`src/hdl/e2q_pkg.sv`:
```
// ============================================================================
// e2q_pkg: shared types and constants for the Euler to quaternion unit
// Holds the fixed-point constants, the CORDIC arctangent table and the
// pipeline record that travels through the chain of rotation cells.
// ============================================================================
`default_nettype none

package e2q_pkg;

    localparam int CORDIC_STEPS = 24;
    localparam int ATAN_COUNT   = 30;
    localparam int STEP_W       = 5;    // bits of a rotation step index
    localparam int CW           = 34;   // CORDIC datapath width, Q3.30 plus guard

    localparam logic signed [31:0] ANGLE_LIMIT  = 32'sd1509949440;
    localparam logic signed [31:0] QUARTER_TURN = 32'sd754974720;
    localparam logic signed [31:0] HALF_TURN    = 32'sd1509949440;
    localparam logic [33:0]        RAD_C        = 34'd9595049034;
    localparam logic signed [CW-1:0] CORDIC_GAIN = 34'sd652032874;
    localparam logic signed [31:0] ONE_Q30      = 32'sd1073741824;

    typedef logic signed [CW-1:0] cval_t;

    // One angle inside the CORDIC chain.
    typedef struct packed {
        cval_t x;
        cval_t y;
        cval_t z;
        logic  flip;
    } rot_t;

    // All three angles of one request.
    typedef struct packed {
        logic valid;
        rot_t ax;
        rot_t ay;
        rot_t az;
    } stage_t;

    function automatic cval_t atan_q30(input int idx);
        cval_t t;
        case (idx)
            0: t = 34'sd843314857;  1: t = 34'sd497837829;
            2: t = 34'sd263043837;  3: t = 34'sd133525159;
            4: t = 34'sd67021687;   5: t = 34'sd33543516;
            6: t = 34'sd16775851;   7: t = 34'sd8388437;
            8: t = 34'sd4194283;    9: t = 34'sd2097149;
            default: t = cval_t'(34'sd1 <<< (30 - idx));
        endcase
        return t;
    endfunction

endpackage

`default_nettype wire

```
`src/hdl/e2q_cell.sv`:
```
// ============================================================================
// e2q_cell: one CORDIC rotation cell
// Applies one micro-rotation of a fixed index to all three angles and hands
// the result to the next cell.
// ============================================================================
`default_nettype none

module e2q_cell (
    input  wire logic                      aclk,
    input  wire logic                      aresetn,
    input  wire logic                      en,
    input  wire logic [e2q_pkg::STEP_W-1:0] step,
    input  e2q_pkg::stage_t                din,
    output e2q_pkg::stage_t                dout
);
    import e2q_pkg::*;

    function automatic rot_t rotate(input rot_t r, input logic [STEP_W-1:0] s);
        rot_t o;
        cval_t dx, dy;
        dx = r.y >>> s;
        dy = r.x >>> s;
        o = r;
        if (!r.z[CW-1]) begin
            o.x = r.x - dx;
            o.y = r.y + dy;
            o.z = r.z - atan_q30(int'(s));
        end else begin
            o.x = r.x + dx;
            o.y = r.y - dy;
            o.z = r.z + atan_q30(int'(s));
        end
        return o;
    endfunction

    // Valid flag and one micro-rotation per angle.
    always_ff @(posedge aclk) begin
        if (!aresetn) begin
            dout.valid <= 1'b0;
        end else if (en) begin
            dout.valid <= din.valid;
        end
        if (en) begin
            dout.ax <= rotate(din.ax, step);
            dout.ay <= rotate(din.ay, step);
            dout.az <= rotate(din.az, step);
        end
    end

endmodule

`default_nettype wire

```
`config.mk`:
```
export PLATFORM = sky130hd
export DESIGN_NAME = e2q_cell
export DESIGN_NICKNAME = d
export VERILOG_FILES = /design/src/hdl/e2q_pkg.sv /design/src/hdl/e2q_cell.sv
export SDC_FILE = /design/constraint.sdc
export NUM_CORES = 2
export LEC_CHECK = 0
export ABC_AREA = 1
export BUFFER_PORTS_ARGS = -buffer_cell sky130_fd_sc_hd__buf_2
export CAP_MARGIN = 20
export CORE_MARGIN = 4
export CORE_UTILIZATION = 49
export CTS_CLUSTER_DIAMETER = 200
export CTS_CLUSTER_SIZE = 24
export DETAILED_ROUTE_END_ITERATION = 7
export GPL_ROUTABILITY_DRIVEN = 0
export PLACE_DENSITY = 0.7
export SLEW_MARGIN = 10
export SYNTH_ARGS = -nofsm -noshare
export SYNTH_HDL_FRONTEND = slang
export SYNTH_SLANG_ARGS = --single-unit
```
`constraint.sdc`:
```
create_clock -name aclk -period 4.7 [get_ports aclk]
set_clock_uncertainty 0.05 [all_clocks]
set_input_delay 0.235 -clock aclk [delete_from_list [all_inputs] [get_ports aclk]]
set_output_delay 0.235 -clock aclk [all_outputs]
set_load 0.01 [all_outputs]
```
==> qor.log <==
qor: global_route.antenna_found_initial 27
qor: clock_tree.number_of_sinks_driven_by_the_clock_tree 310
qor: floorplan.initial_utilization 49.6%
qor: timing.tns 0 ns
qor: placed_design.port_buffers 627
qor: global_route.track_usage 37.2%
qor: power_and_ir_drop.netSwitchingFraction 43.0%
qor: logic_synthesis.postSynthCellCount 7146
qor: logic_synthesis.synth_top_flop_cell sky130_fd_sc_hd__edfxtp_1
qor: drt.vias_per_cell 5.67
qor: logic_synthesis.synth_fp_nets 7782
qor: floorplan.design.die.area 94500 um2
qor: critical_path.critPathMaxFanout 8
qor: drt.detail_route.wl_per_cell 18.2 um
qor: logic_synthesis.syn-cell-area 43900 um2
qor: power_and_ir_drop.irDropWorstVdd 0.288 mV
qor: timing.tightestPinTransition 0.761 ns
qor: finish.top_regs dout: 310 flops
qor: critical_path.critical_path_arrival 4.78 ns
qor: placed_design.hpwl 153000 um
qor: critical_path.crit_path_max_incr_delay 0.53 ns
qor: logic_synthesis.synth_async_sr_flop_share 0%
qor: timing.setup_violations 0
qor: hold_path.min_path_type input port to flip-flop
qor: power_and_ir_drop.power.net_switching 7.43 mW
qor: timing.maxClockFrequency 222 MHz
qor: timing.setup_repair_after_global_routing_missed_its_margin true
qor: critical_path.timing.critical_path.from din[173]
qor: finish.largest_reg_flops 310
qor: critical_path.setup.worst_path.class input port to flip-flop
qor: drt.via_count 57600
qor: floorplan.vertical_die_dimension 307 um
qor: timing.report.final.hold_viol_count 0
qor: clock_tree.ctsHtreeMaxLevel 1
qor: power_and_ir_drop.proportion_of_power_drawn_by_flip_flops_and_latches 25.3%
qor: timing.slew_viol_final 0
qor: clock_tree.clock_buffers_created_by_tritoncts 16
qor: timing.timing.hold.ws 0.0372 ns
qor: timing.final_critical_path_setup_slack 0.196 ns
qor: finish.regMostFlops dout
qor: power_and_ir_drop.total_power 17.3 mW
qor: outcome.run_status finished with violations
qor: critical_path.worst_path_max_delay_cell sky130_fd_sc_hd__dlygate4sd3_1
qor: clock_tree.clkTransAtPathRegs 0.10 ns
qor: power_and_ir_drop.power_report.internal_total 9.85 mW
qor: power_and_ir_drop.clock_power_share 9.5%
qor: hold_path.min-delay-start din[70]
qor: logic_synthesis.yosysSeqAreaShare 21.2%
qor: timing.layout_min_cycle_time 4.50 ns
qor: logic_synthesis.postSynthRegisterBits 310
qor: finish.final_layout_size_suffix_gt1_share 23.9%
qor: clock_tree.cts_max_path_buffers 3
qor: logic_synthesis.number_of_flops_mapped_to_enable_cells_by_yosys 309
qor: critical_path.reg2reg_from dout[309]
qor: drt.detailedRoute.firstIterationViolations 6795
qor: drt.drc_violations_left 12
qor: finish.post_layout_nonfiller_instances 10200
qor: timing.post-route-period-util 95.8%
qor: global_route.grt_first_pass_wirelength 284000 um
qor: global_route.via_count_of_the_first_global_routing_pass 54500
qor: critical_path.crit_required 4.98 ns
qor: power_and_ir_drop.p_leak 31.0 nW
qor: power_and_ir_drop.powerDensity 292 nW/um2
qor: critical_path.startpoint_type input port
qor: logic_synthesis.syn_avg_cell_area 6.15 um2
qor: timing.slew_margin_rel 48.7%
qor: drt.final_antenna_net_count 0
qor: clock_tree.ctsRootBufferMaster sky130_fd_sc_hd__clkbuf_16
qor: drt.wl 185000 um
qor: floorplan.placeableCoreArea 88600 um2
qor: flow_run.cap_viol_max_count 0
qor: finish.area.growth.synth_to_final 34.7%
qor: floorplan.num_rows 109
qor: critical_path.endpoint_kind flip-flop
qor: power_and_ir_drop.combinational_share_of_power 65.2%
qor: drt.drt_first_pass_iters 8
qor: placed_design.dp_cells 10100
qor: finish.final_cell_mix 2319 x sky130_fd_sc_hd__nand2_1, 1391 x sky130_fd_sc_hd__buf_4, 1197 x sky130_fd_sc_hd__nand3_1, 621 x sky130_fd_sc_hd__buf_2, 542 x sky130_fd_sc_hd__inv_1
qor: global_route.grt_remaining_overflow 0
qor: placed_design.post_placement_worst_setup_slack -0.323 ns
qor: outcome.violations design-rule violations
qor: floorplan.die-width 307 um
qor: logic_synthesis.synth.lib_cells_used.distinct 54
qor: clock_tree.clock_tree_from_tritoncts built
qor: clock_tree.clk_latency 0.57 ns
qor: floorplan.boundaryPins 628
qor: logic_synthesis.yosys_warnings 0
qor: critical_path.cpMostUsedCell sky130_fd_sc_hd__nand2_1
qor: finish.final_nets 9611
qor: finish.most_common_cell_after_layout_fill_and_taps_aside sky130_fd_sc_hd__nand2_1
qor: global_route.grt_max_degree 94
## critical path: cells and delay by family
family                     cells  cell delay, ns
and+or+nand+nor               13            1.31
AOI/OAI and AO/OA              8            1.30
buffers and inverters          7            1.19
adders and majority gates      2            0.50
xor gates and xnor gates       1            0.23
## layout make-up
type                       instances  area, um2
tap                             1165       1460
multi-input combinational       6016      31400
sequential                       310       9300
antenna                           24       60.1
fill                            8065      29400
clock buffer                      22        454
inverter                         572       2160
timing repair buffer            2059      14300
## final timing paths
| kind | endpoint | slack (ns) | cells past startpoint |
|---|---|---|---|
| max reg2reg | dout[309] | 3.43 | 3 |
| max | dout[171] | 0.20 | 31 |
| min | dout[70] | 0.04 | 2 |
| min reg2reg | dout[309] | 1.07 | 3 |
## kinds of logic after synthesis
logic type / count (synthesis) / synth area share, %
XOR/XNOR: 429 / 8.57
flip-flops: 310 / 21.2
AO/OA/AOI/OAI: 1021 / 12.6
AND/OR/NAND/NOR: 4248 / 41.0
buffers and inverters: 820 / 7.45
adder cells (fa/ha/maj): 318 / 9.21
## cell usage after synthesis (all sizes together), types with 2 or more instances
library cell	number	share of area, %
nor3	54	0.65
nor2	556	5.0
inv	564	4.8
edfxtp	309	21
xnor2	150	3.0
nand4	85	1.3
a21boi	14	0.24
nand3	1200	14
a21oi	449	5.1
o21a	16	0.27
or2	2	0.034
nand2	2328	20
o211ai	25	0.43
ha	309	8.8
a211oi	20	0.34
fa	9	0.41
o21ai	398	4.6
o221ai	7	0.14
xor2	279	5.6
a21o	45	0.77
o31ai	2	0.034
clkinv	8	0.068
nand3b	11	0.19
and2	2	0.028
o21bai	19	0.33
clkbuf	75	0.64
nor4	6	0.085
buf	173	1.9
a31oi	25	0.36
## power groups by stage
stage / Clock (mW) / Combinational [mW] / Sequential (mW)
floorplan: 0 / 5.25 / 4.81
global placement: 0 / 10.8 / 4.42
detailed placement: 0 / 11.0 / 4.43
CTS: 1.69 / 11.1 / 4.38
global route: 1.78 / 12.3 / 4.43
finish: 1.64 / 11.3 / 4.38
## metal layers
metal / wire, um / up-vias / share of wire [%] / global-route usage (%)
met5: 62 / - / 0.034 / 0
li1: - / 27700 / - / -
met3: 18800 / 824 / 10 / 7.12
met1: 70200 / 25800 / 38 / 45.2
met4: 13600 / 8 / 7.4 / 23.5
met2: 82400 / 3274 / 45 / 60.7
## what timing repair did
action                     4_1_cts  5_1_grt
gates resized for setup          0       10
hold buffers                    15        0
hold endpoints to repair        14        0
setup endpoints to repair        0        9
setup buffers                    0        1
## metrics by stage
step | utilization [%] | area (um2)
floorplan | - | 43900
global placement | 66.0 | 58500
detailed placement | 66.0 | 58500
CTS | 66.6 | 59100
global route | 66.8 | 59200
finish | 66.8 | 59200
No activity file was read; power rests on OpenSTA's default activity.
